<file path="src/hdl/uved_pkg.sv">
// Shared widths, register indexes, reset values and handshake structs for the
// undervoltage episode detector. Depends on nothing; uved_dp, uved_ctrl and the top level import it.
package uved_pkg;

    localparam int TIME_W    = 44;
    localparam int VOLT_W    = 18;
    localparam int SAMPLES_W = 16;
    localparam int CFG_W     = 44;
    localparam int CFG_IDX_W = 2;

    localparam int COUNT_BITS_DEFAULT = 16;
    localparam int VOLT_BITS_DEFAULT  = 18;

    localparam logic [CFG_IDX_W-1:0] REG_THRESHOLD    = 2'd0;
    localparam logic [CFG_IDX_W-1:0] REG_MIN_DURATION = 2'd1;

    localparam logic [VOLT_W-1:0] THRESHOLD_RESET    = 18'd155000;
    localparam logic [TIME_W-1:0] MIN_DURATION_RESET = 44'd3000;
    localparam logic [TIME_W-1:0] FAR_END            = 44'd9999999999999;

    typedef struct packed {
        logic accept;
        logic div_start;
        logic load_out;
    } uved_cmd_t;

    typedef struct packed {
        logic emit;
        logic div_done;
    } uved_stat_t;

endpackage

</file>
<file path="src/hdl/uved_div.sv">
// Restoring serial divider, one quotient bit per cycle, for the episode mean.
// Depends on nothing outside this file.
module uved_div #(
    parameter int DIVIDEND_W = 34,
    parameter int DIVISOR_W  = 16
) (
    input  logic                  clk,
    input  logic                  rst_n,
    input  logic                  start,
    input  logic                  ack,
    input  logic [DIVIDEND_W-1:0] dividend,
    input  logic [DIVISOR_W-1:0]  divisor,
    output logic [DIVIDEND_W-1:0] quotient,
    output logic                  done
);

    localparam int CNT_W = $clog2(DIVIDEND_W + 1);

    logic [DIVIDEND_W-1:0] quot_reg, quot_next;
    logic [DIVISOR_W-1:0]  rem_reg, rem_next;
    logic [DIVISOR_W-1:0]  dvs_reg;
    logic [CNT_W-1:0]      cnt_reg;
    logic                  busy_reg;
    logic [DIVISOR_W:0]    shifted;
    logic [DIVISOR_W:0]    diff;
    logic                  fits;

    always_comb
    begin
        shifted   = {rem_reg, quot_reg[DIVIDEND_W-1]};
        diff      = shifted - {1'b0, dvs_reg};
        fits      = (shifted >= {1'b0, dvs_reg});
        rem_next  = fits ? diff[DIVISOR_W-1:0] : shifted[DIVISOR_W-1:0];
        quot_next = {quot_reg[DIVIDEND_W-2:0], fits};
    end

    always_ff @(posedge clk or negedge rst_n)
    begin
        if (!rst_n)
        begin
            busy_reg <= 1'b0;
            cnt_reg  <= '0;
            quot_reg <= '0;
            rem_reg  <= '0;
            dvs_reg  <= '0;
        end
        else if (start)
        begin
            busy_reg <= 1'b1;
            cnt_reg  <= CNT_W'(DIVIDEND_W);
            quot_reg <= dividend;
            rem_reg  <= '0;
            dvs_reg  <= divisor;
        end
        else
        begin
            if (ack)
            begin
                busy_reg <= 1'b0;
            end
            if (busy_reg && (cnt_reg != '0))
            begin
                cnt_reg  <= cnt_reg - 1'b1;
                quot_reg <= quot_next;
                rem_reg  <= rem_next;
            end
        end
    end

    assign quotient = quot_reg;
    assign done     = busy_reg && (cnt_reg == '0);

endmodule

</file>
<file path="src/hdl/uved_dp.sv">
// Datapath: configuration registers, open-episode state, result snapshot, mean
// divider and output word register. Depends on uved_pkg and uved_div.
module uved_dp #(
    parameter int COUNT_BITS = uved_pkg::COUNT_BITS_DEFAULT,
    parameter int VOLT_BITS  = uved_pkg::VOLT_BITS_DEFAULT
) (
    input  logic                             clk,
    input  logic                             rst_n,
    input  uved_pkg::uved_cmd_t              cmd,
    output uved_pkg::uved_stat_t             stat,
    input  logic                             cfg_write,
    input  logic [uved_pkg::CFG_IDX_W-1:0]   cfg_index,
    input  logic [uved_pkg::CFG_W-1:0]       cfg_data,
    input  logic [uved_pkg::TIME_W-1:0]      sample_time,
    input  logic [uved_pkg::VOLT_W-1:0]      sample_voltage,
    input  logic                             object_end,
    output logic [uved_pkg::TIME_W-1:0]      episode_start,
    output logic [uved_pkg::TIME_W-1:0]      episode_end,
    output logic [uved_pkg::VOLT_W-1:0]      mean_voltage,
    output logic [uved_pkg::VOLT_W-1:0]      min_voltage,
    output logic [uved_pkg::SAMPLES_W-1:0]   episode_samples,
    output logic                             open_ended
);

    import uved_pkg::*;

    // Sample voltages are held to the narrower of the port and VOLT_BITS.
    localparam int VW    = (VOLT_BITS < VOLT_W) ? VOLT_BITS : VOLT_W;
    localparam int SUM_W = VW + COUNT_BITS;
    localparam logic [COUNT_BITS-1:0] COUNT_MAX = '1;

    logic [VOLT_W-1:0]     thr_reg;
    logic [TIME_W-1:0]     min_dur_reg;

    logic                  in_ep_reg;
    logic                  at_start_reg;
    logic [TIME_W-1:0]     start_reg;
    logic [SUM_W-1:0]      sum_reg;
    logic [VOLT_W-1:0]     low_reg;
    logic [COUNT_BITS-1:0] tally_reg;

    logic [TIME_W-1:0]     res_start_reg;
    logic [TIME_W-1:0]     res_end_reg;
    logic [VOLT_W-1:0]     res_low_reg;
    logic [COUNT_BITS-1:0] res_tally_reg;
    logic                  res_open_reg;

    logic [TIME_W-1:0]     out_start_reg;
    logic [TIME_W-1:0]     out_end_reg;
    logic [VOLT_W-1:0]     out_mean_reg;
    logic [VOLT_W-1:0]     out_low_reg;
    logic [SAMPLES_W-1:0]  out_samples_reg;
    logic                  out_open_reg;

    logic [VOLT_W-1:0]     v_in;
    logic                  issue;
    logic                  close;
    logic                  flush_cand;
    logic                  long_ok;
    logic                  in_after;
    logic [TIME_W-1:0]     st_after;
    logic [TIME_W-1:0]     en_after;
    logic [TIME_W-1:0]     ls;
    logic [TIME_W-1:0]     le;
    logic [SUM_W-1:0]      sum_after;
    logic [VOLT_W-1:0]     low_after;
    logic [COUNT_BITS-1:0] tally_after;
    logic [SUM_W-1:0]      quotient;

    assign v_in = VOLT_W'(VW'(sample_voltage));

    always_comb
    begin
        issue       = (v_in < thr_reg);
        close       = !issue && in_ep_reg;
        in_after    = in_ep_reg;
        st_after    = start_reg;
        en_after    = sample_time;
        sum_after   = sum_reg;
        low_after   = low_reg;
        tally_after = tally_reg;
        if (issue && !in_ep_reg)
        begin
            in_after    = 1'b1;
            st_after    = at_start_reg ? '0 : sample_time;
            en_after    = st_after;
            sum_after   = SUM_W'(v_in);
            low_after   = v_in;
            tally_after = COUNT_BITS'(1);
        end
        else if (issue)
        begin
            if (v_in < low_reg)
            begin
                low_after = v_in;
            end
            if (tally_reg != COUNT_MAX)
            begin
                sum_after   = sum_reg + SUM_W'(v_in);
                tally_after = tally_reg + 1'b1;
            end
        end
        else if (close)
        begin
            in_after = 1'b0;
        end
        // An episode that still stands at object end is flushed only when its
        // start and end differ, and never when this sample closed it.
        flush_cand = object_end && in_after && (st_after != en_after);
        ls         = close ? start_reg : st_after;
        le         = close ? sample_time : FAR_END;
        // A reversed time order counts as long enough.
        long_ok    = (le < ls) || ((le - ls) >= min_dur_reg);
    end

    assign stat.emit = (close || flush_cand) && long_ok;

    always_ff @(posedge clk or negedge rst_n)
    begin
        if (!rst_n)
        begin
            thr_reg     <= THRESHOLD_RESET;
            min_dur_reg <= MIN_DURATION_RESET;
        end
        else if (cfg_write)
        begin
            case (cfg_index)
                REG_THRESHOLD:    thr_reg     <= cfg_data[VOLT_W-1:0];
                REG_MIN_DURATION: min_dur_reg <= cfg_data[TIME_W-1:0];
                default:          ;
            endcase
        end
    end

    always_ff @(posedge clk or negedge rst_n)
    begin
        if (!rst_n)
        begin
            in_ep_reg    <= 1'b0;
            at_start_reg <= 1'b1;
            start_reg    <= '0;
            sum_reg      <= '0;
            low_reg      <= '0;
            tally_reg    <= '0;
        end
        else if (cmd.accept)
        begin
            start_reg    <= st_after;
            at_start_reg <= object_end;
            if (close || object_end)
            begin
                in_ep_reg <= 1'b0;
                sum_reg   <= '0;
                low_reg   <= '0;
                tally_reg <= '0;
            end
            else
            begin
                in_ep_reg <= in_after;
                sum_reg   <= sum_after;
                low_reg   <= low_after;
                tally_reg <= tally_after;
            end
        end
    end

    always_ff @(posedge clk)
    begin
        if (cmd.div_start)
        begin
            res_start_reg <= st_after;
            res_end_reg   <= close ? sample_time : FAR_END;
            res_low_reg   <= low_after;
            res_tally_reg <= tally_after;
            res_open_reg  <= !close;
        end
        if (cmd.load_out)
        begin
            out_start_reg   <= res_start_reg;
            out_end_reg     <= res_end_reg;
            out_mean_reg    <= VOLT_W'(quotient);
            out_low_reg     <= res_low_reg;
            out_samples_reg <= SAMPLES_W'(res_tally_reg);
            out_open_reg    <= res_open_reg;
        end
    end

    uved_div #(
        .DIVIDEND_W (SUM_W),
        .DIVISOR_W  (COUNT_BITS)
    ) u_div (
        .clk      (clk),
        .rst_n    (rst_n),
        .start    (cmd.div_start),
        .ack      (cmd.load_out),
        .dividend (sum_after),
        .divisor  (tally_after),
        .quotient (quotient),
        .done     (stat.div_done)
    );

    assign episode_start   = out_start_reg;
    assign episode_end     = out_end_reg;
    assign mean_voltage    = out_mean_reg;
    assign min_voltage     = out_low_reg;
    assign episode_samples = out_samples_reg;
    assign open_ended      = out_open_reg;

endmodule

</file>
<file path="src/hdl/uved_ctrl.sv">
// Controller: takes samples, waits on the mean divider and hands the finished
// word to the output register. Depends on uved_pkg.
module uved_ctrl (
    input  logic                 clk,
    input  logic                 rst_n,
    input  logic                 in_valid,
    output logic                 in_ready,
    output logic                 out_valid,
    input  logic                 out_ready,
    input  uved_pkg::uved_stat_t stat,
    output uved_pkg::uved_cmd_t  cmd
);

    import uved_pkg::*;

    typedef enum logic {
        IDLE,
        DIVIDE
    } state_t;

    state_t state_reg, state_next;
    logic   out_valid_reg, out_valid_next;

    always_comb
    begin
        cmd.accept     = (state_reg == IDLE) && in_valid;
        cmd.div_start  = cmd.accept && stat.emit;
        cmd.load_out   = 1'b0;
        state_next     = state_reg;
        out_valid_next = out_valid_reg && !out_ready;
        case (state_reg)
            IDLE:
            begin
                if (cmd.div_start)
                begin
                    state_next = DIVIDE;
                end
            end
            DIVIDE:
            begin
                // The new word may replace one that is being taken this cycle.
                if (stat.div_done && (!out_valid_reg || out_ready))
                begin
                    cmd.load_out   = 1'b1;
                    out_valid_next = 1'b1;
                    state_next     = IDLE;
                end
            end
            default:
            begin
                state_next = IDLE;
            end
        endcase
    end

    always_ff @(posedge clk or negedge rst_n)
    begin
        if (!rst_n)
        begin
            state_reg     <= IDLE;
            out_valid_reg <= 1'b0;
        end
        else
        begin
            state_reg     <= state_next;
            out_valid_reg <= out_valid_next;
        end
    end

    assign in_ready  = (state_reg == IDLE);
    assign out_valid = out_valid_reg;

endmodule

</file>
<file path="src/hdl/undervoltage_episode_detector.sv">
// Undervoltage episode detector. A sample that yields no episode does not hold off
// input. A sample that yields an episode holds off input while the serial mean
// divider runs, plus any output stall. The word appears in the output register as
// input is taken again. Reset is asynchronous and active low: control, episode,
// configuration and divider registers return to their defaults (result and output
// words are not reset), no episode is open and the next sample starts an object.
module undervoltage_episode_detector #(
    parameter int COUNT_BITS = uved_pkg::COUNT_BITS_DEFAULT,
    parameter int VOLT_BITS  = uved_pkg::VOLT_BITS_DEFAULT
) (
    input  logic                             clk,
    input  logic                             rst_n,
    input  logic                             cfg_write,
    input  logic [uved_pkg::CFG_IDX_W-1:0]   cfg_index,
    input  logic [uved_pkg::CFG_W-1:0]       cfg_data,
    input  logic                             in_valid,
    output logic                             in_ready,
    input  logic [uved_pkg::TIME_W-1:0]      sample_time,
    input  logic [uved_pkg::VOLT_W-1:0]      sample_voltage,
    input  logic                             object_end,
    output logic                             out_valid,
    input  logic                             out_ready,
    output logic [uved_pkg::TIME_W-1:0]      episode_start,
    output logic [uved_pkg::TIME_W-1:0]      episode_end,
    output logic [uved_pkg::VOLT_W-1:0]      mean_voltage,
    output logic [uved_pkg::VOLT_W-1:0]      min_voltage,
    output logic [uved_pkg::SAMPLES_W-1:0]   episode_samples,
    output logic                             open_ended
);

    import uved_pkg::*;

    uved_cmd_t  cmd;
    uved_stat_t stat;

    uved_ctrl u_ctrl (
        .clk       (clk),
        .rst_n     (rst_n),
        .in_valid  (in_valid),
        .in_ready  (in_ready),
        .out_valid (out_valid),
        .out_ready (out_ready),
        .stat      (stat),
        .cmd       (cmd)
    );

    uved_dp #(
        .COUNT_BITS (COUNT_BITS),
        .VOLT_BITS  (VOLT_BITS)
    ) u_dp (
        .clk             (clk),
        .rst_n           (rst_n),
        .cmd             (cmd),
        .stat            (stat),
        .cfg_write       (cfg_write),
        .cfg_index       (cfg_index),
        .cfg_data        (cfg_data),
        .sample_time     (sample_time),
        .sample_voltage  (sample_voltage),
        .object_end      (object_end),
        .episode_start   (episode_start),
        .episode_end     (episode_end),
        .mean_voltage    (mean_voltage),
        .min_voltage     (min_voltage),
        .episode_samples (episode_samples),
        .open_ended      (open_ended)
    );

    // Input is held off from the cycle after an episode starts its division.
    a_busy_after_start: assert property (@(posedge clk) disable iff (!rst_n)
        cmd.div_start |=> !in_ready)
        else $error("input taken while the mean is being divided");

    // A word goes to the output register only once its quotient is complete.
    a_load_when_done: assert property (@(posedge clk) disable iff (!rst_n)
        cmd.load_out |-> stat.div_done)
        else $error("output loaded before the division finished");

    // Loading the output register always raises out_valid.
    a_valid_after_load: assert property (@(posedge clk) disable iff (!rst_n)
        cmd.load_out |=> out_valid)
        else $error("loaded word not offered on the output");

    // While input is taken, no finished quotient is left waiting.
    a_no_stale_quotient: assert property (@(posedge clk) disable iff (!rst_n)
        in_ready |-> !stat.div_done)
        else $error("finished quotient left behind while idle");

endmodule
</file>
<file path="config.mk">
export PLATFORM = sky130hd
export DESIGN_NAME = undervoltage_episode_detector
export DESIGN_NICKNAME = d
export VERILOG_FILES = /design/src/hdl/uved_pkg.sv /design/src/hdl/uved_div.sv /design/src/hdl/uved_dp.sv /design/src/hdl/uved_ctrl.sv /design/src/hdl/undervoltage_episode_detector.sv
export SDC_FILE = /design/constraint.sdc
export NUM_CORES = 1
export LEC_CHECK = 0
export BUFFER_PORTS_ARGS = -buffer_cell sky130_fd_sc_hd__buf_2
export CAP_MARGIN = 30
export CORE_UTILIZATION = 60
export DETAILED_ROUTE_END_ITERATION = 6
export PLACE_DENSITY_LB_ADDON = 0.08
export SLEW_MARGIN = 5
export SYNTH_ARGS = -nofsm -noshare
export SYNTH_HDL_FRONTEND = slang
export SYNTH_SLANG_ARGS = --single-unit
</file>
<file path="constraint.sdc">
create_clock -name clk -period 11.8 [get_ports clk]
set_input_delay 1.18 -clock clk [delete_from_list [all_inputs] [get_ports clk]]
set_output_delay 1.18 -clock clk [all_outputs]
set_load 0.05 [all_outputs]
</file>
==> metrics.md <==
| Metric | Value |
|---|---|
| Post-CTS Repair Setup Buffers | 0 |
| Core area | 43200 sq um |
| Final worst-path cycle share | about 77% |
| CP most frequent cell | ha_1 |
| Clock power frac | 21.1% |
| IO Pins | between 200 and 300 |
| Hold Path Class | reg -> reg |
| Syn avg cell area | 11.2 sq um |
| Power Density | 251 nW/um^2 |
| Synth warn | 0 |
| Gate power share | a little under half |
| Min cycle time layout | 9.11 ns |
| Drt drc | 0 |
| Hold depth | 0 |
| Post-CTS sizing | 0 |
| Max-Cap Viols | 0 |
| Hold EP | u_dp.episode_start[27]$_DFFE_PP_ |
| Actual slew at the worst max-slew pin | approximately 1 ns |
| Sink Count | slightly above 500 |
| Hold Vio Cnt, Final | 0 |
| Worst R2R Path Depth | 29 |
| Finished Cell Area | 29800 sq um |
| Commonest cells after routing, fill and taps aside | edfxtp_1 (264), buf_2 (255), dfrtp_1 (233) |
| Post-synth top area share | 30.2% |
| Avg WL per Cell | 20.2 um |
| CP Class | in -> reg |
| Setup TNS | 0 ns |
| Max-slew headroom | 33.1% |
| Ys async rst share | 48.7% |
| Final ANT Viol Nets | 0 |
| Layout cells sized above 1 | 18.8% |
| Vias in the first global route | 18272 |
| Largest net degree at the start of global routing | 116 |
| Drt first pass iters | 6 |
| Routed Wire Length | 65.2 mm |
| Reg-to-reg slack, setup | 2.82 ns |
| Clock root buffer master | clkbuf_16 |
| CTS Hold Bufs | 0 |
| I/O Buffers | between 200 and 300 |
| Worst skew pair latency | 0.61 ns |
| Dpl hpwl | 47.0 mm |
| Clock-pin slew on the worst setup and hold paths | 0.06 ns |
| Hold path start | u_dp.res_start_reg[27]$_DFFE_PP_ |
| First-pass GRT wire length | about 100 mm |
| Nets | 2868 |
| FF+latch count, synth | a little over 500 |
| Final GP Congestion | around 0.9 |
| Area growth, synth to finish | 13.5% |
| Max VDD drop | 0.000210 V |
| Worst setup SP type | input port |
| Chip width | 211 um |
| Leak | 13.3 nW |
| CP arrival | roughly 9.4 ns |
| CP endpoint kind | register |
| GR Overflow Total | 0 |
| Syn Nets | 2621 |
| Post-Synthesis Cells | 2346 |
| Worst flop-to-flop path endpoint | u_dp.res_end_reg[7]$_DFFE_PP_ |
| Die Y | 211 um |
| Status | finished, final reports clean |
| Row count | 76 |
| Sw Pwr | 2.95 mW |
| Slowest CP cell | or2_4 |
| Total CTS buffers | 51 |
| Initial Util | 60.8% |
| Via density | 5.78 |
| DIE AREA | 44600 sq um |
| Initial antenna violation count | 4 |
| Synth Flop Type | edfxtp_1 |
| Post-synthesis sequential area ratio | 54.2% |
| Initial DRC Count | 1311 |
| RR Startpoint | u_dp.thr_reg[17]$_DFFE_PN1P_ |
| CP max FO | 81 |
| Int Pwr | around 4.5 mW |
| Leading area contributor after synthesis | edfxtp_1 |
| FMAX | roughly 0.11 GHz |
| Switching Fraction | between 30% and 40% |
| Final Max Tran Viols | 0 |
| Final core occ | 69.1% |
| Vias | 18636 |
| Finish-stage setup viols | 0 |
| H-tree Lvls | 2 |
| Most common cell after layout, fill and taps aside | edfxtp_1 |
| DP Area | roughly 28000 sq um |
| Crit-path max cell delay | 0.61 ns |
| TritonCTS clock tree | yes |
| GRT Total Usage | 29.5% |
| Post-synth EDFFs | 264 |
| Max clock buf depth | 3 |
| Synth top area cells | edfxtp_1 (30%), dfrtp_1 (22%), ha_1 (7.5%) |
| Clock Skew | approximately 0.024 ns |
| Synthesized area | 26300 sq um |
| Flop pwr share | 33.6% |
| RSZ-0062 raised after global routing | no |
| Yosys cell types | 76 |
| CP required | approximately 12 ns |
==> critical path: cells and delay by family <==
family / cells / cell delay [ns]
fa+ha+maj: 3 / 0.97
compound gates: 11 / 2.59
simple gates: 10 / 2.63
xor+xnor: 1 / 0.11
buf+inv: 4 / 1.77
==> stage by stage <==
stage / total power [mW] / cells / setup slack, ns / hold WS (ns)
after global placement: 5.80 / 3123 / 2.30 / 0.401
after floorplan: 5.01 / 2346 / 2.82 / 0.400
final: 7.48 / 3223 / 2.69 / 0.415
after detailed placement: 5.89 / 3123 / 2.05 / 0.405
after global routing: 8.00 / 3222 / 1.90 / 0.422
after CTS: 7.49 / 3219 / 2.65 / 0.417
==> cells by family (layout without fill, tap and decap cells) <==
group	count (synthesis)	count (layout)	share of synthesized area (%)
flip-flops	515	515	54.2
multiplexers	141	141	5.82
adder cells (fa/ha/maj)	161	161	7.75
other	0	2	0
XOR/XNOR	140	140	4.67
AO/OA/AOI/OAI	538	538	13.0
buffers and inverters	271	561	4.10
AND/OR/NAND/NOR	580	580	10.5
==> final cells by class <==
| type | instances | area [sq um] |
|---|---|---|
| diodes | 2 | 5.00 |
| clock buffers | 66 | 1390 |
| clock inverters | 30 | 228 |
| fillers | 3297 | 13300 |
| inverters | 184 | 696 |
| multi-input cells | 1560 | 11000 |
| flip-flops and latches | 515 | 14200 |
| well taps | 585 | 732 |
| repair buffers | 281 | 1520 |
==> how the worst max path moves through the flow <==
stage / from / depth (start not counted) / to
floorplan: sample_voltage[15] / 30 / u_dp.res_end_reg[0]$_DFFE_PP_
global route: sample_voltage[17] / 30 / u_dp.res_end_reg[7]$_DFFE_PP_
CTS: sample_voltage[17] / 29 / u_dp.res_end_reg[7]$_DFFE_PP_
detailed placement: sample_voltage[17] / 29 / u_dp.res_end_reg[9]$_DFFE_PP_
finish: sample_voltage[17] / 29 / u_dp.res_end_reg[7]$_DFFE_PP_
global placement: sample_voltage[17] / 29 / u_dp.res_end_reg[9]$_DFFE_PP_
==> cell usage after synthesis (6+ instances only) <==
cell type  count
edfxtp_1     264
dfrtp_1      233
nand2_1      219
inv_1        183
o21ai_0      166
ha_1         158
a21oi_1      137
nor2_1       117
xor2_1        93
mux2i_1       77
a21o_1        62
clkbuf_1      61
mux2_2        53
xnor2_1       47
a22o_1        41
nand3_1       37
nor3_1        37
or2_2         31
nor3b_1       28
a211oi_1      26
and3_1        21
nand4_1       21
dfstp_2       18
nor4_1        17
o211ai_1      16
nand2b_1      14
nor2b_1       14
buf_2         13
a31oi_1       11
o21a_1        11
mux2_4        10
a21boi_0       8
buf_1          7
o21bai_1       7
and4_1         6
==> routing by layer <==
metal / global-route usage [%] / up-vias / share of wire (%)
met5: 0 / - / 0.038
met4: 9.47 / 4 / 3.1
met3: 4.83 / 115 / 5.3
met2: 49.3 / 515 / 48
met1: 39.4 / 9119 / 43
li1: - / 8883 / -
==> power by group through the flow <==
| stage | Clock (mW) | Sequential (mW) | Combinational, mW |
|---|---|---|---|
| final | 1.58 | 2.51 | 3.39 |
| after CTS | 1.60 | 2.51 | 3.38 |
| after detailed placement | 0 | 2.54 | 3.36 |
| after global placement | 0 | 2.53 | 3.27 |
| after global routing | 1.67 | 2.55 | 3.78 |
| after floorplan | 0 | 2.49 | 2.51 |
Note: power is estimated with default switching activity, not from simulation.
